## src/design/bacm_pkg.sv

```systemverilog
`timescale 1ns / 1ps
`default_nettype none

package bacm_pkg;

  localparam int SampleW     = 12;
  localparam int ValueW      = 14;
  localparam int CfgW        = 2;
  localparam int OffW        = 13;
  localparam int CurveW      = 13;
  localparam int CurvePoints = 33;
  localparam int CurveCnt    = 3;
  localparam int CurveIdxW   = 6;
  localparam int FracW       = 6;
  localparam int RampW       = 8;
  localparam int MulW        = 13;
  localparam int AccW        = 19;

  localparam int TestPeriodDef = 80;

  typedef logic signed [OffW-1:0] offset_t;

  localparam offset_t DeadRange  = 13'sd20;
  localparam offset_t SmallRange = 13'sd200;

  localparam logic [RampW-1:0]   RampStep  = 8'd8;
  localparam logic [SampleW-1:0] ZeroReset = 12'd2048;
  localparam logic [SampleW-1:0] ZeroMax   = 12'd4095;
  localparam logic [MulW-1:0]    Gain      = 13'd4540;
  localparam logic [2*MulW-1:0]  ClipLimit = 26'(2047 * 4096);
  localparam logic [ValueW-1:0]  Center    = 14'd8000;
  localparam logic [AccW-1:0]    CenterAcc = 19'(8000 * 64);
  localparam logic [FracW:0]     FracOne   = 7'd64;

  // Curve codes
  localparam logic [CfgW-1:0] CurveLinear   = 2'd0;
  localparam logic [CfgW-1:0] CurveHalfCube = 2'd1;
  localparam logic [CfgW-1:0] CurveFullCube = 2'd2;
  localparam logic [CfgW-1:0] CurveUnused   = 2'd3;

  typedef logic [CurveCnt-1:0][CurvePoints-1:0][CurveW-1:0] curve_rom_t;

  function automatic curve_rom_t build_curve_rom();
    curve_rom_t  rom;
    int unsigned n;
    rom = '0;
    for (int i = 0; i < CurvePoints; i++) begin
      n = unsigned'(i);
      rom[0][i] = CurveW'(250 * n);
      rom[1][i] = CurveW'((250 * n * (1024 + n * n)) >> 11);
      rom[2][i] = CurveW'((250 * n * n * n) >> 10);
    end
    return rom;
  endfunction

  localparam curve_rom_t CurveRom = build_curve_rom();

endpackage

`default_nettype wire

```

## src/design/bacm_sample_if.sv

```systemverilog
`timescale 1ns / 1ps
`default_nettype none

interface bacm_sample_if;
  logic                         valid;
  logic                         ready;
  logic [bacm_pkg::SampleW-1:0] raw_sample;

  modport source (output valid, output raw_sample, input ready);
  modport sink (input valid, input raw_sample, output ready);
endinterface

`default_nettype wire

```

## src/design/bacm_value_if.sv

```systemverilog
`timescale 1ns / 1ps
`default_nettype none

interface bacm_value_if;
  logic                        valid;
  logic                        ready;
  logic [bacm_pkg::ValueW-1:0] control_value;

  modport source (output valid, output control_value, input ready);
  modport sink (input valid, input control_value, output ready);
endinterface

`default_nettype wire

```

## src/design/bender_autozero_curve_mapper_unit.sv

```systemverilog
`timescale 1ns / 1ps
`default_nettype none

// Samples: a new sample is accepted only in the idle state. An interpolated value passes the
//   scale, low, high and emit states, a clipped one scale and emit, a return to center emit;
//   a sample with no result stays idle. These are set by the shared 13x13 multiplier, and
//   emit holds on output stalls. Emit loads the result into the output register.
// Reset (async, active low): zero level 2048, curve 1 (half cubic), tracking state cleared,
//   output register empty.
module bender_autozero_curve_mapper_unit #(
  parameter int TestPeriod = bacm_pkg::TestPeriodDef
) (
  input  wire                        clk_i,
  input  wire                        rst_ni,
  input  wire                        cfg_we_i,
  input  wire [bacm_pkg::CfgW-1:0]   cfg_data_i,
  bacm_sample_if.sink                sample_i,
  bacm_value_if.source               value_o
);

  localparam int CntW = $clog2(TestPeriod + 1);
  localparam logic [CntW-1:0] CntLast = CntW'(TestPeriod);

  // Sequencer codes
  localparam logic [2:0] StIdle  = 3'd0;
  localparam logic [2:0] StScale = 3'd1;
  localparam logic [2:0] StLow   = 3'd2;
  localparam logic [2:0] StHigh  = 3'd3;
  localparam logic [2:0] StEmit  = 3'd4;

  logic [2:0] state_q, state_d;

  // Configuration and auto-zero tracking
  logic [bacm_pkg::CfgW-1:0]    sel_q, sel_d;
  logic [bacm_pkg::SampleW-1:0] zero_q, zero_d;
  bacm_pkg::offset_t            last_q, last_d;
  logic                         small_q, small_d;
  logic                         test_q, test_d;
  logic [CntW-1:0]              cnt_q, cnt_d;
  logic                         ramp_q, ramp_d;
  logic [bacm_pkg::RampW-1:0]   rem_q, rem_d;
  logic                         up_q, up_d;

  // Per-sample working registers
  logic                          neg_q, neg_d;
  logic [bacm_pkg::SampleW-1:0]  mag_q, mag_d;
  logic [bacm_pkg::FracW-1:0]    frac_q, frac_d;
  logic [4:0]                    idx_q, idx_d;
  logic [bacm_pkg::AccW-1:0]     acc_q, acc_d;

  // Output register
  logic                        out_valid_q, out_valid_d;
  logic [bacm_pkg::ValueW-1:0] out_value_q, out_value_d;

  logic                          accept;
  bacm_pkg::offset_t             off;
  bacm_pkg::offset_t             pos_mag;
  bacm_pkg::offset_t             neg_mag;
  bacm_pkg::offset_t             abs_off;
  logic                          in_small;
  logic                          last_live;
  logic [bacm_pkg::SampleW:0]    zero_up;
  logic [bacm_pkg::MulW-1:0]     mul_a, mul_b;
  logic [2*bacm_pkg::MulW-1:0]   mul_p;
  logic [bacm_pkg::CurveIdxW-1:0] idx_lo, idx_hi;
  logic [bacm_pkg::CurveW-1:0]   mapped;

  assign accept         = sample_i.valid && sample_i.ready;
  assign sample_i.ready = (state_q == StIdle);
  assign value_o.valid         = out_valid_q;
  assign value_o.control_value = out_value_q;

  // Signed offset of the sample from the tracked zero
  assign off      = $signed({1'b0, sample_i.raw_sample}) - $signed({1'b0, zero_q});
  assign pos_mag  = off - bacm_pkg::DeadRange;
  assign neg_mag  = -bacm_pkg::DeadRange - off;
  assign abs_off  = (off > 13'sd0) ? off : -off;
  assign in_small = (off > -bacm_pkg::SmallRange) && (off < bacm_pkg::SmallRange);
  assign last_live = (last_q > bacm_pkg::DeadRange) || (last_q < -bacm_pkg::DeadRange);
  assign zero_up  = {1'b0, zero_q} + {5'd0, bacm_pkg::RampStep};

  assign idx_lo = {1'b0, idx_q};
  assign idx_hi = idx_lo + 6'd1;
  assign mapped = acc_q[bacm_pkg::AccW-1:bacm_pkg::FracW];

  // Shared multiplier: gain scaling, then the two interpolation weights
  always_comb begin
    unique case (state_q)
      StScale: begin
        mul_a = {1'b0, mag_q};
        mul_b = bacm_pkg::Gain;
      end
      StLow: begin
        mul_a = bacm_pkg::CurveRom[sel_q][idx_lo];
        mul_b = {6'd0, bacm_pkg::FracOne - {1'b0, frac_q}};
      end
      StHigh: begin
        mul_a = bacm_pkg::CurveRom[sel_q][idx_hi];
        mul_b = {7'd0, frac_q};
      end
      default: begin
        mul_a = '0;
        mul_b = '0;
      end
    endcase
  end

  assign mul_p = mul_a * mul_b;

  // Auto-zero tracking: advance once per accepted sample
  always_comb begin
    small_d = small_q;
    test_d  = test_q;
    cnt_d   = cnt_q;
    ramp_d  = ramp_q;
    rem_d   = rem_q;
    up_d    = up_q;
    zero_d  = zero_q;
    if (accept) begin
      small_d = in_small;
      if (in_small && !small_q) begin
        cnt_d  = '0;
        test_d = 1'b1;
      end else if (!in_small && small_q) begin
        test_d = 1'b0;
      end
      if (test_d) begin
        if (cnt_d < CntLast) begin
          cnt_d = cnt_d + CntW'(1);
        end else begin
          // Offset held small long enough: start a ramp toward it
          test_d = 1'b0;
          ramp_d = 1'b1;
          rem_d  = abs_off[bacm_pkg::RampW-1:0];
          up_d   = (off > 13'sd0);
        end
      end
      if (ramp_d) begin
        if (rem_d <= bacm_pkg::RampStep) begin
          rem_d  = '0;
          ramp_d = 1'b0;
        end else begin
          rem_d = rem_d - bacm_pkg::RampStep;
          if (up_d) begin
            zero_d = zero_up[bacm_pkg::SampleW] ? bacm_pkg::ZeroMax
                                                : zero_up[bacm_pkg::SampleW-1:0];
          end else begin
            zero_d = (zero_q < {4'd0, bacm_pkg::RampStep}) ? '0
                     : zero_q - {4'd0, bacm_pkg::RampStep};
          end
        end
      end
    end
  end

  // Sequencer and output register
  always_comb begin
    state_d     = state_q;
    last_d      = last_q;
    neg_d       = neg_q;
    mag_d       = mag_q;
    frac_d      = frac_q;
    idx_d       = idx_q;
    acc_d       = acc_q;
    out_value_d = out_value_q;
    out_valid_d = out_valid_q && !value_o.ready;
    sel_d       = sel_q;

    if (cfg_we_i && (cfg_data_i != bacm_pkg::CurveUnused)) begin
      sel_d = cfg_data_i;
    end

    unique case (state_q)
      StIdle: begin
        if (accept && (off != last_q)) begin
          last_d = off;
          if (off > bacm_pkg::DeadRange) begin
            mag_d   = pos_mag[bacm_pkg::SampleW-1:0];
            neg_d   = 1'b0;
            state_d = StScale;
          end else if (off < -bacm_pkg::DeadRange) begin
            mag_d   = neg_mag[bacm_pkg::SampleW-1:0];
            neg_d   = 1'b1;
            state_d = StScale;
          end else if (last_live) begin
            // Back into the dead range: emit center
            acc_d   = '0;
            neg_d   = 1'b0;
            state_d = StEmit;
          end
        end
      end
      StScale: begin
        if (mul_p > bacm_pkg::ClipLimit) begin
          acc_d   = bacm_pkg::CenterAcc;
          state_d = StEmit;
        end else begin
          frac_d  = mul_p[17:12];
          idx_d   = mul_p[22:18];
          state_d = StLow;
        end
      end
      StLow: begin
        acc_d   = mul_p[bacm_pkg::AccW-1:0];
        state_d = StHigh;
      end
      StHigh: begin
        acc_d   = acc_q + mul_p[bacm_pkg::AccW-1:0];
        state_d = StEmit;
      end
      StEmit: begin
        // Hold until the output register is free or being drained
        if (!out_valid_q || value_o.ready) begin
          out_valid_d = 1'b1;
          out_value_d = neg_q ? bacm_pkg::Center - {1'b0, mapped}
                              : bacm_pkg::Center + {1'b0, mapped};
          state_d     = StIdle;
        end
      end
      default: begin
        state_d = StIdle;
      end
    endcase
  end

  always_ff @(posedge clk_i or negedge rst_ni) begin
    if (!rst_ni) begin
      state_q     <= StIdle;
      sel_q       <= bacm_pkg::CurveHalfCube;
      zero_q      <= bacm_pkg::ZeroReset;
      last_q      <= '0;
      small_q     <= 1'b0;
      test_q      <= 1'b0;
      cnt_q       <= '0;
      ramp_q      <= 1'b0;
      rem_q       <= '0;
      up_q        <= 1'b0;
      out_valid_q <= 1'b0;
    end else begin
      state_q     <= state_d;
      sel_q       <= sel_d;
      zero_q      <= zero_d;
      last_q      <= last_d;
      small_q     <= small_d;
      test_q      <= test_d;
      cnt_q       <= cnt_d;
      ramp_q      <= ramp_d;
      rem_q       <= rem_d;
      up_q        <= up_d;
      out_valid_q <= out_valid_d;
    end
  end

  always_ff @(posedge clk_i) begin
    neg_q       <= neg_d;
    mag_q       <= mag_d;
    frac_q      <= frac_d;
    idx_q       <= idx_d;
    acc_q       <= acc_d;
    out_value_q <= out_value_d;
  end

endmodule

`default_nettype wire
```

## src/flat_wrapper.sv

```systemverilog
// flat-port wrapper written by rule: the top's interface ports become plain ports
module bender_autozero_curve_mapper_unit_flat 
#(
  parameter int TestPeriod = bacm_pkg::TestPeriodDef
)
  (clk_i, rst_ni, cfg_we_i, cfg_data_i, sample_i_valid, sample_i_raw_sample, sample_i_ready, value_o_valid, value_o_control_value, value_o_ready);
  bacm_sample_if sample_i_i ();
  bacm_value_if value_o_i ();
  input  wire clk_i;
  input  wire rst_ni;
  input  wire cfg_we_i;
  input  wire [bacm_pkg::CfgW-1:0] cfg_data_i;
  input wire logic [$bits(sample_i_i.valid)-1:0] sample_i_valid;
  input wire logic [$bits(sample_i_i.raw_sample)-1:0] sample_i_raw_sample;
  output wire logic [$bits(sample_i_i.ready)-1:0] sample_i_ready;
  output wire logic [$bits(value_o_i.valid)-1:0] value_o_valid;
  output wire logic [$bits(value_o_i.control_value)-1:0] value_o_control_value;
  input wire logic [$bits(value_o_i.ready)-1:0] value_o_ready;
  assign sample_i_i.valid = sample_i_valid;
  assign sample_i_i.raw_sample = sample_i_raw_sample;
  assign sample_i_ready = sample_i_i.ready;
  assign value_o_valid = value_o_i.valid;
  assign value_o_control_value = value_o_i.control_value;
  assign value_o_i.ready = value_o_ready;
  bender_autozero_curve_mapper_unit #(.TestPeriod(TestPeriod)) u_core (.clk_i(clk_i), .rst_ni(rst_ni), .cfg_we_i(cfg_we_i), .cfg_data_i(cfg_data_i), .sample_i(sample_i_i), .value_o(value_o_i));
endmodule
```

## config.mk

```make
export PLATFORM = sky130hd
export DESIGN_NAME = bender_autozero_curve_mapper_unit_flat
export DESIGN_NICKNAME = d
export VERILOG_FILES = /design/src/design/bacm_pkg.sv /design/src/design/bacm_sample_if.sv /design/src/design/bacm_value_if.sv /design/src/design/bender_autozero_curve_mapper_unit.sv /design/src/flat_wrapper.sv
export SDC_FILE = /design/constraint.sdc
export NUM_CORES = 1
export LEC_CHECK = 0
export ABC_CLOCK_PERIOD_IN_PS = 12750
export BUFFER_PORTS_ARGS = -buffer_cell sky130_fd_sc_hd__buf_2
export CAP_MARGIN = 0
export CORE_ASPECT_RATIO = 0.7
export CORE_MARGIN = 5
export CORE_UTILIZATION = 60
export CTS_BUF_LIST = sky130_fd_sc_hd__clkbuf_8
export DETAILED_ROUTE_END_ITERATION = 8
export PLACE_DENSITY = 0.84
export SLEW_MARGIN = 20
export SYNTH_ARGS = -nofsm -noshare
export SYNTH_HDL_FRONTEND = slang
export SYNTH_SLANG_ARGS = --single-unit
export TNS_END_PERCENT = 1
```

## constraint.sdc

```tcl
create_clock -name clk_i -period 12.75 [get_ports clk_i]
set_input_delay 1.275 -clock clk_i [delete_from_list [all_inputs] [get_ports clk_i]]
set_output_delay 1.275 -clock clk_i [all_outputs]
set_load 0.02 [all_outputs]
```

==> flow_metrics.tcl <==
set metrics [dict create \
    drc 0 \
    period_share_pct 84.5 \
    ir_worst_vdd_uv 203 \
    clkSinkCount 105 \
    dp.cells 2393 \
    crit_buf_inv 6 \
    holdWs_ps 543 \
    dieArea_mm2 0.0302 \
    syn_inst 2088 \
    setup_viol 0 \
    die-width_um 206 \
    via_count 16100 \
    hold_path_class "flop to flop" \
    hold_viol 0 \
    critPathLaunch "u_core.idx_q[0]" \
    cp-start-kind "flop" \
    grtUsageMet2_pct 49.4 \
    synth_top_family_by_area "compound AO/OA/AOI/OAI gates" \
    synth_area_per_cell_um2 7.69 \
    grtUsageTotal_pct 33.5 \
    async_reset_ff_share_pct 45.7 \
    crit_path_frequent_cell "inv_1" \
    internal_power_uw 1910 \
    grt_antenna_before_repair 1 \
    stdcell_count 2409 \
    path_class "flop to flop" \
    grt_pass1_vias 15100 \
    period_minus_slack_ps 10770 \
    clock_tree.root_cell "clkbuf_8" \
    gr-max-usage-layer "met2" \
    initial_core_util_pct 60.5 \
    wirelength_mm 51.5 \
    min_from "u_core.cnt_q[6]" \
    drv_cap 0 \
    grt-ovfl-total 0 \
    cp_max_fo 50 \
    cts_tree "yes" \
    cts_buffers 9 \
    synth_simple_gate_area_share_pct 21.0 \
    power_frac_seq_pct 14.9 \
    synth_warnings 0 \
    synth_mux_area_share_pct 2.61 \
    rsz0062_at_grt "false" \
    syn_area_mm2 0.0161 \
    synth-seq-area-share_pct 18.2 \
    grt_max_degree 61 \
    drtIter0Drc 2294 \
    die_h_um 147 \
    wl_per_cell_um 21.4 \
    cp_slowest_stage_delay_ps 1020 \
    ys_ff_latch 105 \
    critPathCaptureType "flop" \
    synth_cell_types 99 \
    cp_slowest_cell "ha_2" \
    switchingPower_uw 2530 \
    ios 35 \
    routed_via_density 6.69 \
    n_antenna_cell 0 \
    utilization_pct 62.9 \
    p_total_uw 4440 \
    io_buffers 34 \
    synthAdderAreaFrac_pct 21.4 \
    power.density_mw_per_mm2 266 \
    ys.flop_type "edfxtp_1" \
    met1_usage_pct 48.9 \
    grt_first_pass_wirelength_mm 82.1 \
    crit_arrival_ps 10820 \
    finalSetupTns_ps 0 \
    clk_path_buf_depth 2 \
    place_congestion 1.02 \
    grt_util_met3_pct 7.94 \
    drt-pass1-iter-count 7 \
    cts_max_level 3 \
    rows 50 \
    coreArea_mm2 0.0265 \
    max_freq_mhz 92.9 \
    synth_compound_area_share_pct 24.3 \
    status "complete, no violations" \
    swShare_pct 57.1 \
    ctsHoldBuffers 0 \
    cts_setup_buffers 0 \
    slew_headroom_pct 23.2 \
    worstMarginPinSlew_ps 1150 \
    post_cts_resized 0 \
    ant_nets 0 \
    power.leakage_uw 0.00713 \
    cts.clk_slew.worst_paths_ps 120 \
    critical-path-top-delay-family "adder cells" \
    reg2reg_from "u_core.idx_q[0]" \
    drive_gt1_share_pct 6.94 \
    dp_hpwl_mm 38.7 \
    reg2reg_setup_slack_ps 1980 \
    cp_data_required_time_ps 12800 \
    fill_cells 2304 \
    clockPowerShare_pct 5.1 \
    nets 2277 \
    power_frac_comb_pct 80.0 \
    synth_xor_xnor_area_share_pct 4.85 \
    syn_to_final_growth_pct 3.84 \
    insertion_delay_ps 420 \
    finalMaxSlewViolations 0 \
    skew_ps 23.3 \
    synth-edff-count 57 \
]
-- metal layers --
metal | wire length [µm] | vias to the layer above
met5 | 13 | -
met1 | 21200 | 7564
met3 | 6860 | 152
li1 | - | 7314
met2 | 21900 | 1078
met4 | 1600 | 2
-- power groups by stage --
stage,Combinational [µW],Clock [µW],Sequential [µW]
3_3_place_gp,3290,0,654
2_1_floorplan,2550,0,621
4_1_cts,3450,226,653
5_1_grt,3900,238,671
3_5_place_dp,3420,0,659
6_report,3550,225,661
-- final timing paths --
kind                               endpoint  depth (start not counted)
setup / recovery           u_core.acc_q[17]                         31
hold / removal              u_core.cnt_q[6]                          2
setup reg to reg           u_core.acc_q[17]                         31
hold reg to reg             u_core.cnt_q[6]                          2
max in group asynchronous   u_core.rem_q[1]                          2
min in group asynchronous  u_core.last_q[5]                          2
-- worst register-to-register path, delay by kind of cell (launching register included) --
family / cells / cell delay (ps)
AOI/OAI and AO/OA: 8 / 2220
xor gates and xnor gates: 1 / 410
adders and majority gates: 7 / 3810
buffers and inverters: 6 / 850
DFF: 1 / 660
and+or+nand+nor: 9 / 2440
-- cell type report --
class / count / area [µm²] / share of cell area (%)
Multi-Input combinational cell: 1661 / 12000 / 71.7
Sequential cell: 105 / 2920 / 17.5
Inverter: 196 / 736 / 4.41
Tap cell: 364 / 455 / 2.73
Timing Repair Buffer: 67 / 418 / 2.51
Clock buffer: 10 / 138 / 0.825
Clock inverter: 6 / 62.6 / 0.375
-- cells in the mapped netlist, types with 25 or more instances --
library cell  instances  area share (%)
a211oi_1             35             1.6
a21oi_1             165             5.1
and2_1               25            0.97
clkbuf_1            107             2.5
dfrtp_1              46             7.2
edfxtp_1             57              11
fa_1                 87              11
ha_1                131              10
inv_1               193             4.5
nand2_1             212             5.0
nand2b_1             34             1.3
nand3_1              52             1.6
nor2_1              204             4.8
nor2b_1              38             1.5
nor3_1               57             1.8
o211ai_1             29             1.4
o21ai_0             138             4.3
xnor2_1              54             2.9
xor2_1               35             1.9
-- registers in the layout, summed over array words and instances (netlist names) --
signal                        flops
u_core.acc_q                     19
u_core.value_o.control_value     14
u_core.last_q                    13
u_core.mag_q                     12
u_core.zero_q                    10
u_core.rem_q                      8
u_core.cnt_q                      7
u_core.frac_q                     6
u_core.idx_q                      5
u_core.state_q                    3
u_core.sel_q                      2
u_core.neg_q                      1
u_core.ramp_q                     1
u_core.small_q                    1
u_core.test_q                     1
u_core.up_q                       1
u_core.value_o.valid              1
-- kinds of logic (layout without fill, tap and decap cells) --
family                     after synthesis  after routing
and+or+nand+nor                        713            713
AOI/OAI and AO/OA                      601            601
buffers and inverters                  324            279
adders and majority gates              223            223
DFF                                    105            105
xor gates and xnor gates                89             89
muxes                                   32             32
other                                    1              3
-- stage by stage --
stage | area, µm² | setup WS, ps
3_3_place_gp | 16500 | 2490
4_1_cts | 16700 | 2280
6_report | 16700 | 1980
3_5_place_dp | 16500 | 2330
5_1_grt | 16700 | 1560
2_1_floorplan | 16100 | 3920
-- cell usage in the layout (no fill, tap or decap), types with 9 or more instances in the layout --
cell,instances
inv_1,193
nor2b_1,38
nand2b_1,34
o21ai_1,10
dfrtp_1,46
o31ai_1,16
nand4_1,16
clkbuf_8,10
ha_1,130
nand3_1,52
xnor2_1,52
a21oi_1,165
a211oi_1,35
fa_1,87
o21a_1,13
o221ai_1,9
buf_2,34
o22ai_1,16
nor3_1,57
xor2_1,33
mux2_2,9
edfxtp_1,57
a21o_1,16
nor4_1,19
o211ai_1,29
nor2_1,204
nand2_1,212
mux2i_1,16
and2_1,25
or3_1,9
a22oi_1,13
or2_2,11
o21ai_0,138
a31oi_1,23
a311oi_1,16
buf_4,33
Power figures use the tool's default switching activity.
